--- src/rtl/u8dec_pkg.sv ---
// Package for the UTF-8 codepoint decoder: types, constants and decode functions.
`default_nettype none

package u8dec_pkg;

    localparam int BYTE_W = 8;
    localparam int CP_W   = 21;
    localparam int CNT_W  = 3;
    localparam int HELD_N = 4;

    localparam logic [CP_W-1:0]   REPL_CP    = 21'h00FFFD;
    localparam logic [BYTE_W-1:0] LEAD2_MASK = 8'hE0;
    localparam logic [BYTE_W-1:0] LEAD2_VAL  = 8'hC0;
    localparam logic [BYTE_W-1:0] LEAD3_MASK = 8'hF0;
    localparam logic [BYTE_W-1:0] LEAD3_VAL  = 8'hE0;
    localparam logic [BYTE_W-1:0] LEAD4_MASK = 8'hF8;
    localparam logic [BYTE_W-1:0] LEAD4_VAL  = 8'hF0;
    localparam logic [BYTE_W-1:0] CONT_MASK  = 8'hC0;
    localparam logic [BYTE_W-1:0] CONT_VAL   = 8'h80;

    typedef logic [HELD_N-1:0][BYTE_W-1:0] t_held;

    // Outcome of one decode pass over the held bytes.
    typedef struct packed {
        logic            emit;
        logic [CP_W-1:0] cp;
        logic [CNT_W-1:0] drop;
    } t_eval;

    typedef struct packed {
        logic load;   // append the accepted word
        logic step;   // register the result and drop its bytes
        logic clear;  // pass gave no result; flush if end of text
    } t_dp_cmd;

    typedef struct packed {
        logic emit;   // current pass yields a result
        logic last;   // registered result is the last one of this word
    } t_dp_sts;

    function automatic t_eval eval_lead(t_held b, logic [CNT_W-1:0] cnt, logic eot);
        t_eval r;
        logic [1:0] need;
        logic valid_lead;
        logic bad;
        r.emit = 1'b0;
        r.cp = REPL_CP;
        r.drop = '0;
        need = 2'd0;
        valid_lead = 1'b1;
        bad = 1'b0;
        if (!b[0][7]) begin
            need = 2'd0;
        end else if ((b[0] & LEAD2_MASK) == LEAD2_VAL) begin
            need = 2'd1;
        end else if ((b[0] & LEAD3_MASK) == LEAD3_VAL) begin
            need = 2'd2;
        end else if ((b[0] & LEAD4_MASK) == LEAD4_VAL) begin
            need = 2'd3;
        end else begin
            valid_lead = 1'b0;
        end
        for (int i = 1; i < HELD_N; i++) begin
            if (i <= int'(need) && (b[i] & CONT_MASK) != CONT_VAL) begin
                bad = 1'b1;
            end
        end
        if (cnt == '0) begin
            r.emit = 1'b0;
        end else if (!valid_lead) begin
            r.emit = 1'b1;
            r.drop = 3'd1;
        end else if (cnt < ({1'b0, need} + 3'd1)) begin
            // incomplete: truncated at end of text covers all held bytes
            r.emit = eot;
            r.drop = eot ? cnt : 3'd0;
        end else if (bad) begin
            r.emit = 1'b1;
            r.drop = 3'd1;
        end else begin
            r.emit = 1'b1;
            r.drop = {1'b0, need} + 3'd1;
            case (need)
                2'd0: r.cp = {13'd0, b[0]};
                2'd1: r.cp = {10'd0, b[0][4:0], b[1][5:0]};
                2'd2: r.cp = {5'd0, b[0][3:0], b[1][5:0], b[2][5:0]};
                default: r.cp = {b[0][2:0], b[1][5:0], b[2][5:0], b[3][5:0]};
            endcase
        end
        return r;
    endfunction

    function automatic t_held shift_held(t_held b, logic [CNT_W-1:0] k);
        t_held r;
        int j;
        r = b;
        for (int i = 0; i < HELD_N; i++) begin
            j = i + int'(k);
            if (j < HELD_N) begin
                r[i] = b[j[1:0]];
            end
        end
        return r;
    endfunction

endpackage

`default_nettype wire

--- src/rtl/u8dec_in_if.sv ---
// Input channel: one text byte with its end-of-text mark per word.
`default_nettype none

interface u8dec_in_if;
    logic       valid;
    logic       ready;
    logic [7:0] text_byte;
    logic       end_of_text;

    modport source (output valid, output text_byte, output end_of_text, input ready);
    modport sink   (input valid, input text_byte, input end_of_text, output ready);
endinterface

`default_nettype wire

--- src/rtl/u8dec_out_if.sv ---
// Output channel: one decoded codepoint with its end-of-run mark per word.
`default_nettype none

interface u8dec_out_if;
    logic        valid;
    logic        ready;
    logic [20:0] codepoint;
    logic        end_of_run;

    modport source (output valid, output codepoint, output end_of_run, input ready);
    modport sink   (input valid, input codepoint, input end_of_run, output ready);
endinterface

`default_nettype wire

--- src/rtl/utf8_codepoint_decoder.sv ---
// Top level of the UTF-8 codepoint decoder: controller, datapath and checks.
//
//  channel  dir  handshake      word
//  i_in     in   valid/ready    text_byte[7:0], end_of_text
//  o_out    out  valid/ready    codepoint[20:0], end_of_run
//
// A byte is taken in S_IDLE and decoded in the next cycle. A byte that
// completes nothing returns to S_IDLE after its decode pass; a byte with results
// gets an S_EVAL pass and an S_OUT delivery per result found in the held bytes.
// Synchronous active-low reset empties the held bytes and idles the block.
// Output stalls hold the result register; no input is taken meanwhile.
`default_nettype none

module utf8_codepoint_decoder (
    input  wire logic    i_clk,
    input  wire logic    i_rst_n,
    u8dec_in_if.sink     i_in,
    u8dec_out_if.source  o_out
);
    import u8dec_pkg::*;

    t_dp_cmd cmd;
    t_dp_sts sts;

    u8dec_ctrl u_ctrl (
        .i_clk       (i_clk),
        .i_rst_n     (i_rst_n),
        .i_in_valid  (i_in.valid),
        .o_in_ready  (i_in.ready),
        .o_out_valid (o_out.valid),
        .i_out_ready (o_out.ready),
        .o_cmd       (cmd),
        .i_sts       (sts)
    );

    u8dec_datapath u_dp (
        .i_clk         (i_clk),
        .i_rst_n       (i_rst_n),
        .i_cmd         (cmd),
        .o_sts         (sts),
        .i_text_byte   (i_in.text_byte),
        .i_end_of_text (i_in.end_of_text),
        .o_codepoint   (o_out.codepoint),
        .o_end_of_run  (o_out.end_of_run)
    );

`ifndef SYNTHESIS
    // input is never open while a result is pending
    a_ready_vs_valid: assert property (@(posedge i_clk) disable iff (!i_rst_n)
        !(i_in.ready && o_out.valid))
        else $error("input ready while result pending");

    // a result is never shown in the cycle right after a byte is taken
    a_eval_gap: assert property (@(posedge i_clk) disable iff (!i_rst_n)
        (i_in.valid && i_in.ready) |=> !o_out.valid)
        else $error("result without decode pass");

    // more results of the same byte follow before the next byte is taken
    a_run_continues: assert property (@(posedge i_clk) disable iff (!i_rst_n)
        (o_out.valid && o_out.ready && !o_out.end_of_run) |=> !i_in.ready)
        else $error("input reopened inside a run");

    // a new result always comes from a step command
    a_step_source: assert property (@(posedge i_clk) disable iff (!i_rst_n)
        $rose(o_out.valid) |-> $past(cmd.step))
        else $error("result without step");
`endif
endmodule

`default_nettype wire

--- src/rtl/u8dec_datapath.sv ---
// Datapath: held byte registers, decode pass with one pass of lookahead, result register.
`default_nettype none

module u8dec_datapath (
    input  wire logic                    i_clk,
    input  wire logic                    i_rst_n,
    input  wire u8dec_pkg::t_dp_cmd      i_cmd,
    output u8dec_pkg::t_dp_sts           o_sts,
    input  wire logic [7:0]              i_text_byte,
    input  wire logic                    i_end_of_text,
    output logic [20:0]                  o_codepoint,
    output logic                         o_end_of_run
);
    import u8dec_pkg::*;

    t_held            r_held;
    logic [CNT_W-1:0] r_cnt;
    logic             r_eot;
    logic [CP_W-1:0]  r_cp;
    logic             r_eor;

    t_eval cur;
    t_eval nxt;
    t_held held_shift;

    always_comb begin
        cur        = eval_lead(r_held, r_cnt, r_eot);
        held_shift = shift_held(r_held, cur.drop);
        // lookahead tells whether this result closes the run
        nxt        = eval_lead(held_shift, r_cnt - cur.drop, r_eot);
    end

    always_ff @(posedge i_clk) begin
        if (!i_rst_n) begin
            r_cnt <= '0;
        end else if (i_cmd.load) begin
            r_cnt <= r_cnt + 3'd1;
        end else if (i_cmd.step) begin
            r_cnt <= r_cnt - cur.drop;
        end else if (i_cmd.clear && r_eot) begin
            r_cnt <= '0;
        end
    end

    always_ff @(posedge i_clk) begin
        if (i_cmd.load) begin
            r_held[r_cnt[1:0]] <= i_text_byte;
            r_eot              <= i_end_of_text;
        end else if (i_cmd.step) begin
            r_held <= held_shift;
        end
        if (i_cmd.step) begin
            r_cp  <= cur.cp;
            r_eor <= !nxt.emit;
        end
    end

    assign o_sts.emit   = cur.emit;
    assign o_sts.last   = r_eor;
    assign o_codepoint  = r_cp;
    assign o_end_of_run = r_eor;
endmodule

`default_nettype wire

--- src/rtl/u8dec_ctrl.sv ---
// Controller: sequences accept, decode passes and result delivery.
`default_nettype none

module u8dec_ctrl (
    input  wire logic               i_clk,
    input  wire logic               i_rst_n,
    input  wire logic               i_in_valid,
    output logic                    o_in_ready,
    output logic                    o_out_valid,
    input  wire logic               i_out_ready,
    output u8dec_pkg::t_dp_cmd      o_cmd,
    input  wire u8dec_pkg::t_dp_sts i_sts
);
    import u8dec_pkg::*;

    localparam logic [1:0] S_IDLE = 2'd0;
    localparam logic [1:0] S_EVAL = 2'd1;
    localparam logic [1:0] S_OUT  = 2'd2;

    logic [1:0] r_state;
    logic [1:0] n_state;

    always_comb begin
        n_state     = r_state;
        o_cmd       = '0;
        o_in_ready  = 1'b0;
        o_out_valid = 1'b0;
        case (r_state)
            S_IDLE: begin
                o_in_ready = 1'b1;
                if (i_in_valid) begin
                    o_cmd.load = 1'b1;
                    n_state    = S_EVAL;
                end
            end
            S_EVAL: begin
                if (i_sts.emit) begin
                    o_cmd.step = 1'b1;
                    n_state    = S_OUT;
                end else begin
                    o_cmd.clear = 1'b1;
                    n_state     = S_IDLE;
                end
            end
            S_OUT: begin
                o_out_valid = 1'b1;
                if (i_out_ready) begin
                    n_state = i_sts.last ? S_IDLE : S_EVAL;
                end
            end
            default: begin
                n_state = S_IDLE;
            end
        endcase
    end

    always_ff @(posedge i_clk) begin
        if (!i_rst_n) begin
            r_state <= S_IDLE;
        end else begin
            r_state <= n_state;
        end
    end
endmodule

`default_nettype wire

--- src/flat_wrapper.sv ---
// flat-port wrapper written by rule: the top's interface ports become plain ports
module utf8_codepoint_decoder_flat import u8dec_pkg::*;
  (i_clk, i_rst_n, i_in_valid, i_in_text_byte, i_in_end_of_text, i_in_ready, o_out_valid, o_out_codepoint, o_out_end_of_run, o_out_ready);
  u8dec_in_if i_in_i ();
  u8dec_out_if o_out_i ();
  input  wire logic i_clk;
  input  wire logic i_rst_n;
  input wire logic [$bits(i_in_i.valid)-1:0] i_in_valid;
  input wire logic [$bits(i_in_i.text_byte)-1:0] i_in_text_byte;
  input wire logic [$bits(i_in_i.end_of_text)-1:0] i_in_end_of_text;
  output wire logic [$bits(i_in_i.ready)-1:0] i_in_ready;
  output wire logic [$bits(o_out_i.valid)-1:0] o_out_valid;
  output wire logic [$bits(o_out_i.codepoint)-1:0] o_out_codepoint;
  output wire logic [$bits(o_out_i.end_of_run)-1:0] o_out_end_of_run;
  input wire logic [$bits(o_out_i.ready)-1:0] o_out_ready;
  assign i_in_i.valid = i_in_valid;
  assign i_in_i.text_byte = i_in_text_byte;
  assign i_in_i.end_of_text = i_in_end_of_text;
  assign i_in_ready = i_in_i.ready;
  assign o_out_valid = o_out_i.valid;
  assign o_out_codepoint = o_out_i.codepoint;
  assign o_out_end_of_run = o_out_i.end_of_run;
  assign o_out_i.ready = o_out_ready;
  utf8_codepoint_decoder u_core (.i_clk(i_clk), .i_rst_n(i_rst_n), .i_in(i_in_i), .o_out(o_out_i));
endmodule
--- config.mk ---
export PLATFORM = sky130hd
export DESIGN_NAME = utf8_codepoint_decoder_flat
export DESIGN_NICKNAME = d
export VERILOG_FILES = /design/src/rtl/u8dec_pkg.sv /design/src/rtl/u8dec_in_if.sv /design/src/rtl/u8dec_out_if.sv /design/src/rtl/utf8_codepoint_decoder.sv /design/src/rtl/u8dec_datapath.sv /design/src/rtl/u8dec_ctrl.sv /design/src/flat_wrapper.sv
export SDC_FILE = /design/constraint.sdc
export NUM_CORES = 1
export LEC_CHECK = 0
export ABC_AREA = 1
export BUFFER_PORTS_ARGS = -buffer_cell sky130_fd_sc_hd__buf_2
export CORE_AREA = 2 2 98 77
export CTS_CLUSTER_SIZE = 30
export DETAILED_ROUTE_END_ITERATION = 7
export DIE_AREA = 0 0 100 79
export PLACE_DENSITY = 0.79
export SLEW_MARGIN = 20
export SYNTH_ARGS = -nofsm -noshare
export SYNTH_HDL_FRONTEND = slang
export SYNTH_SLANG_ARGS = --single-unit
--- constraint.sdc ---
create_clock -name i_clk -period 7.4 [get_ports i_clk]
set_clock_uncertainty 0.15 [all_clocks]
set_input_delay 1.11 -clock i_clk [delete_from_list [all_inputs] [get_ports i_clk]]
set_output_delay 1.11 -clock i_clk [all_outputs]
set_load 0.01 [all_outputs]
Word-level counts from Yosys, hierarchy flattened
Cells that the tools add are included.

Bitwise operators: 1. Reduce and logical (&&, ||, !) cells: 22. Eq/ne operators: 15. Order comparisons: 15. Add/sub/neg operators: 7. Multiplexer cells: 63.

Operator list (number): 8-bit 2-to-1 mux (9); 8-bit binary-select mux with 2-bit select (4); 32-bit 2-to-1 mux (2); 21-bit case mux with 3 select lines (1); 32-bit bitwise mux (1); 1-bit 2-to-1 mux (24); 2-bit 2-to-1 mux (12); 3-bit 2-to-1 mux (8); 8-bit demux with 2-bit select (1); 2-bit by 3-bit < comparator with 1-bit output, second input constant (5); 4-bit by 3-bit < comparator with 1-bit output, second input constant (3); 5-bit == test, second input constant (2); 2-bit != test, second input constant (5); 2-bit AND reduction (5); 2-bit nonzero test (5); 2-bit by 3-bit adder with 4-bit output, first input constant (2); 4-bit == test, second input constant (2); 2-bit by 1-bit adder with 3-bit output, second input constant (2); 3-bit == test, second input constant (2); 3-bit logical NOT (2); 3-bit < comparator (2); 2-bit case mux with 3 select lines (1); 1-bit logical AND (5); 1-bit by 3-bit adder with 4-bit output, first input constant (1); other kinds (13) (17).

Register bits: 60. Output and inout port bits: 24.

Longest topological paths before layout
Word-level depth: 28. Gate-level depth with buffers: 34. Depth with buffers taken out: 32.

Cells and area by module
A second synthesis with hierarchy kept.

Cells, all modules: 504. Area, all modules: 4011.3 um^2.

Modules (own cells, without submodules): u8dec_datapath (times used 1, cells an instance 484, sequential area each 1711.6 um^2, area each 3896.2 um^2); u8dec_ctrl (times used 1, cells an instance 20, sequential area each 40.0 um^2, area each 115.1 um^2).

Worst setup path after synthesis
Ideal clock, no wire load.

Path type: reg2reg. Start point: reg u_core.u_dp.r_held[3] (netlist bit). End point: reg u_core.u_dp.r_eor, in the netlist u_core.u_dp.o_end_of_run (data pin). Setup time: 130 ps. Data arrival time: 4405 ps. Required time: 7120 ps. Setup slack: 2715 ps. Period minus slack after synthesis: 4685 ps. Cell stages (with the launch flop): 27. Cells stage by stage: edfxtp_1 -> inv_2 -> nand2_1 -> nand2_1 -> nand2_2 -> inv_1 -> ha_1 -> clkbuf_1 -> inv_1 -> clkbuf_1 -> ha_1 -> a21oi_1 -> nand2_4 -> nor2_1 -> nand3_1 -> nand2_1 -> inv_2 -> buf_1 -> fa_1 -> xnor2_1 -> xnor2_1 -> inv_1 -> ha_1 -> a211o_1 -> a21oi_1 -> nand2_1 -> nand2_1.

Longest elaborated chain between the ends: 28. Elaborated cells between the ends (all ways): 47.

Ends and longest elaborated chain: start, declared (RTL line u8dec_datapath.sv:16) `t_held r_held;`; start signal, assigned by index (RTL line u8dec_datapath.sv:47) `r_held[r_cnt[1:0]] <= i_text_byte;`; start signal, assigned (RTL line u8dec_datapath.sv:50) `r_held <= held_shift;`; 5-bit == test (RTL line u8dec_pkg.sv:58) `end else if ((b[0] & LEAD4_MASK) == LEAD4_VAL) begin`; 2-bit 2-to-1 mux (RTL line u8dec_pkg.sv:58); 2-bit 2-to-1 mux (RTL line u8dec_pkg.sv:56) `end else if ((b[0] & LEAD3_MASK) == LEAD3_VAL) begin`; 2-bit 2-to-1 mux (RTL line u8dec_pkg.sv:54) `end else if ((b[0] & LEAD2_MASK) == LEAD2_VAL) begin`; 2-bit 2-to-1 mux (RTL line u8dec_pkg.sv:52) `if (!b[0][7]) begin`; 1-bit by 2-bit <= comparator with 1-bit output (RTL line u8dec_pkg.sv:64) `if (i <= int'(need) && (b[i] & CONT_MASK) != CONT_VAL) begin`; 1-bit logical AND (RTL line u8dec_pkg.sv:64); 1-bit 2-to-1 mux (3 in series) (RTL line u8dec_pkg.sv:64); [... 10 more ...]; 2-bit 2-to-1 mux (RTL line u8dec_pkg.sv:54); 2-bit 2-to-1 mux (RTL line u8dec_pkg.sv:52); 2-bit by 1-bit adder with 3-bit output; 3-bit < comparator (RTL line u8dec_pkg.sv:73) `end else if (cnt < ({1'b0, need} + 3'd1)) begin`; 1-bit 2-to-1 mux (RTL line u8dec_pkg.sv:73); 1-bit 2-to-1 mux (RTL line u8dec_pkg.sv:70) `end else if (!valid_lead) begin`; 1-bit 2-to-1 mux (*) (RTL line u8dec_pkg.sv:68) `if (cnt == '0) begin`; 1-bit logical NOT (*) (RTL line u8dec_datapath.sv:54) `r_eor <= !nxt.emit;`; end signal, assigned (RTL line u8dec_datapath.sv:54); end, declared (RTL line u8dec_datapath.sv:20) `logic r_eor;`.

Every way passes the cells marked *; elsewhere a longest branch is shown, timed or not. The select of a mux whose other input is x is not followed. A chain may end at the register's enable or synchronous reset.

Worst setup path in the final report
Same ends and word-level chain as after synthesis.

==> results.md <==
- Run status: completed
- Syn_area_per_cell: 8.02 µm²
- Sw power: 0.484 mW
- Critical path depth: 23
- Final setup fails: 0
- Die width: 100 µm
- Clock Pin Slew Worst Setup and Hold Paths: 70 ps
- Sequential share of the synthesized area: 0.432
- CTS tree: built
- Drt initial violations: 516
- CTS Buffer Depth: 2
- Rel. slew slack: 0.355
- Die ar.: 7900 µm²
- # rows: 27
- P_int: 0.714 mW
- Synth warn: 0
- Max stage delay cell, worst path: nand2_1
- Placer Congestion: 0.992
- Simple-gate share of the synthesized area: 0.217
- Number of gates resized after cts: 0
- Root Driver: clkbuf_8
- Final Hold Vio Count: 0
- Worst Path Arrival: 5830 ps
- Hpwl dp: 8.23 mm
- Max-cap viol count: 0
- Initial antenna violation count: 1
- Vias: 3,915
- Pin count of the biggest net entering global routing: 55
- Worst vdd ir: 147 µV
- CP startpoint kind: flip-flop
- Hold Crit Start: u_core.u_dp.r_cnt[0]
- Worst-Skew Late Latency: 360 ps
- Buf+Inv Stages, Crit Path: 5
- Fraction of synthesized cell area in xor and xnor cells: 0.00647
- CP max FO: 21
- Req. time, crit path: 7490 ps
- Compound-Gate Fraction of Synth Area: 0.200
- Power Density: 268 nW/µm²
- Reg2reg start: u_core.u_dp.r_held[3]
- Fin crit share: 0.776
- Syn Inst Count: 506
- Yosys cell types: 41
- Max layer used: met4
- Final nets: 566
- Clk sinks: 60
- Core area: 7030 µm²
- Worst setup path startpoint: u_core.u_dp.r_held[3]
- R2R setup slack: 1660 ps
- Die Y: 79 µm
- Slew Viols, Final: 0
- # port buffers: 36
- Combinational share of power: 0.384
- Buffer count from post-CTS setup fixing: 0
- WL met1: 4.67 mm
- Residual DRC count: 0
- Sw frac: 0.404
- DR WL/cell: 18.3 µm
- Fmax: 174 MHz
- Antenna Cells: 0
- Largest family of logic cells by synthesized area: simple AND/OR/NAND/NOR gates
- Period minus WS final: 5740 ps
- Vias in the first global route: 3,556
- Cts hold-fix bufs: 0
- Synth-to-Final Area Change: 9.96%
- Leakage: 1.97 nW
- Cells on Worst Hold Path: 2
- First-pass GRT wire length: 18.2 mm
- Ports: 37
- Total CTS buffers: 9
- Synthesized area: 4060 µm²
- Endpoint class of the critical path: flip-flop
- Max H-tree Level: 3
- Hold Crit Class: flip-flop to flip-flop
- Clock power frac: 0.247
- Total Routing Usage GR: 0.304
- Register bit count reported by yosys: 60
- Adder-cell share of the synthesized area: 0.0543
- Largest delay contributor family on the critical path: adder cells
- Worst path max stage delay: 550 ps
- Most used cell, CP: nand2_1
- Unrepaired setup endpoints after global routing: false
- CP cell instances: inv_2, nand2_1, nand2_1, nand2_2, inv_1, ha_1, inv_1, ha_1, a21oi_1, nand2_4, nor2_1, nand3_1, nand2_1, inv_2, fa_1, xnor2_1, xnor2_1, inv_1, ha_1, a211o_1, a21oi_1, nand2_1, nand2_1
- Initial Utilization: 0.578
- Mux contribution to synthesized area: 0
- Post-DRT Antenna Nets: 0
- Layout cell share with drive strength beyond 1: 0.137
- Flop pwr share: 0.369
- Final WL: 11.5 mm
- Hold EP: u_core.u_dp.r_cnt[0]
- Final hold slack: 413 ps
- FF-to-FF End: u_core.u_dp.o_end_of_run
- Met3 WL: 1.68 mm
- Worst Tran Pin Value: 963 ps
- TritonRoute pass-1 iters: 7
- Syn Nets: 536
- TNS Setup: 0 ps
- DR WL met2: 4.84 mm
- Total grt overflow: 0
- Worst r2r path cells: 23
- Via/cell ratio: 6.23
- Crit Path Class: flip-flop to flip-flop
==> routing by layer <==
metal,vias to the layer above,track usage
li1,1817,-
met1,1789,0.413
met2,273,0.445
met3,36,0.121
met4,0,0.103
met5,-,0
==> power groups by stage <==
| stage | sequential (mW) | clock (mW) | combinational, mW |
|---|---|---|---|
| 2_1_floorplan | 0.443 | 0 | 0.346 |
| 3_3_place_gp | 0.447 | 0 | 0.428 |
| 3_5_place_dp | 0.448 | 0 | 0.444 |
| 4_1_cts | 0.441 | 0.296 | 0.446 |
| 5_1_grt | 0.445 | 0.310 | 0.517 |
| 6_report | 0.443 | 0.296 | 0.460 |
==> per-stage QoR <==
| step | util | power [mW] | std cells | setup WS, ps | area, µm² |
|---|---|---|---|---|---|
| floorplan | - | 0.790 | 506 | 2710 | 4060 |
| global placement | 0.608 | 0.874 | 612 | 2100 | 4270 |
| detailed placement | 0.608 | 0.892 | 612 | 1790 | 4270 |
| CTS | 0.635 | 1.18 | 628 | 1720 | 4460 |
| global route | 0.635 | 1.27 | 628 | 1250 | 4460 |
| finish | 0.635 | 1.20 | 628 | 1660 | 4460 |
==> sequential cells by signal, summed over array words and instances, names as in the netlist <==
name	count
u_core.u_ctrl.r_state	2
u_core.u_dp.r_cnt	3
u_core.u_dp.o_end_of_run	1
u_core.u_dp.o_codepoint	21
u_core.u_dp.r_eot	1
u_core.u_dp.r_held	32
==> worst max path at each step <==
stage | to | slack [ps]
floorplan | u_core.u_dp.o_end_of_run | 2710
global placement | u_core.u_dp.o_end_of_run | 2100
detailed placement | u_core.u_dp.o_end_of_run | 1790
CTS | u_core.u_dp.o_end_of_run | 1720
global route | u_core.u_dp.o_end_of_run | 1250
finish | u_core.u_dp.o_end_of_run | 1660
==> cell usage after synthesis, drive strengths merged <==
cell	n	area, µm²
o2111a	1	11.3
nor2	41	173
o211ai	2	15.0
clkbuf	11	41.3
o32ai	3	26.3
dfxtp	5	100
ha	16	200
edfxtp	55	1650
nand2	120	502
o22ai	40	250
buf	8	50.1
a211oi	2	15.0
xor2	1	8.76
a211o	1	8.76
inv	73	279
o221ai	6	52.6
nand3	32	178
o21ai	62	310
nand4	1	6.26
a21oi	11	58.8
fa	1	20.0
nor3	3	15.0
a221oi	4	35.0
nor4	1	6.26
xnor2	2	17.5
a31oi	3	18.8
o2111ai	1	8.76
==> worst register-to-register path: stages (launching register included) <==
cell      delay, ps
edfxtp_1        440
inv_2           140
nand2_1          60
nand2_1          70
nand2_2          90
inv_1           110
ha_1            400
inv_1           350
ha_1            400
a21oi_1         300
nand2_4         140
nor2_1          120
nand3_1          90
nand2_1         550
inv_2           350
fa_1            520
xnor2_1         150
xnor2_1         240
inv_1           100
ha_1            320
a211o_1         290
a21oi_1         110
nand2_1          70
nand2_1          60
==> final cells by class <==
type                            count  area [µm²]
Fill cell                         595        2560
Multi-Input combinational cell    354        1940
Sequential cell                    60        1750
Inverter                           73         279
Timing Repair Buffer               38         195
Clock buffer                        9         124
Tap cell                           87         109
Clock inverter                      7        67.6
==> cell usage in the layout (no fill, tap or decap), types with 9 or more instances in the layout <==
cell / netlist / final
nand2_1: 111 / 111
inv_1: 67 / 67
o21ai_0: 57 / 56
edfxtp_1: 55 / 55
o22ai_1: 40 / 40
nor2_1: 39 / 39
buf_2: 4 / 36
nand3_1: 30 / 30
ha_1: 16 / 16
a21oi_1: 10 / 10
clkbuf_8: 0 / 9
==> cells by family after synthesis <==
group / count (synthesis)
XOR/XNOR: 3
buffers and inverters: 92
AND/OR/NAND/NOR: 198
adder cells (fa/ha/maj): 17
flip-flops: 60
AO/OA/AOI/OAI: 136
No activity file was read; power rests on OpenSTA's default activity.
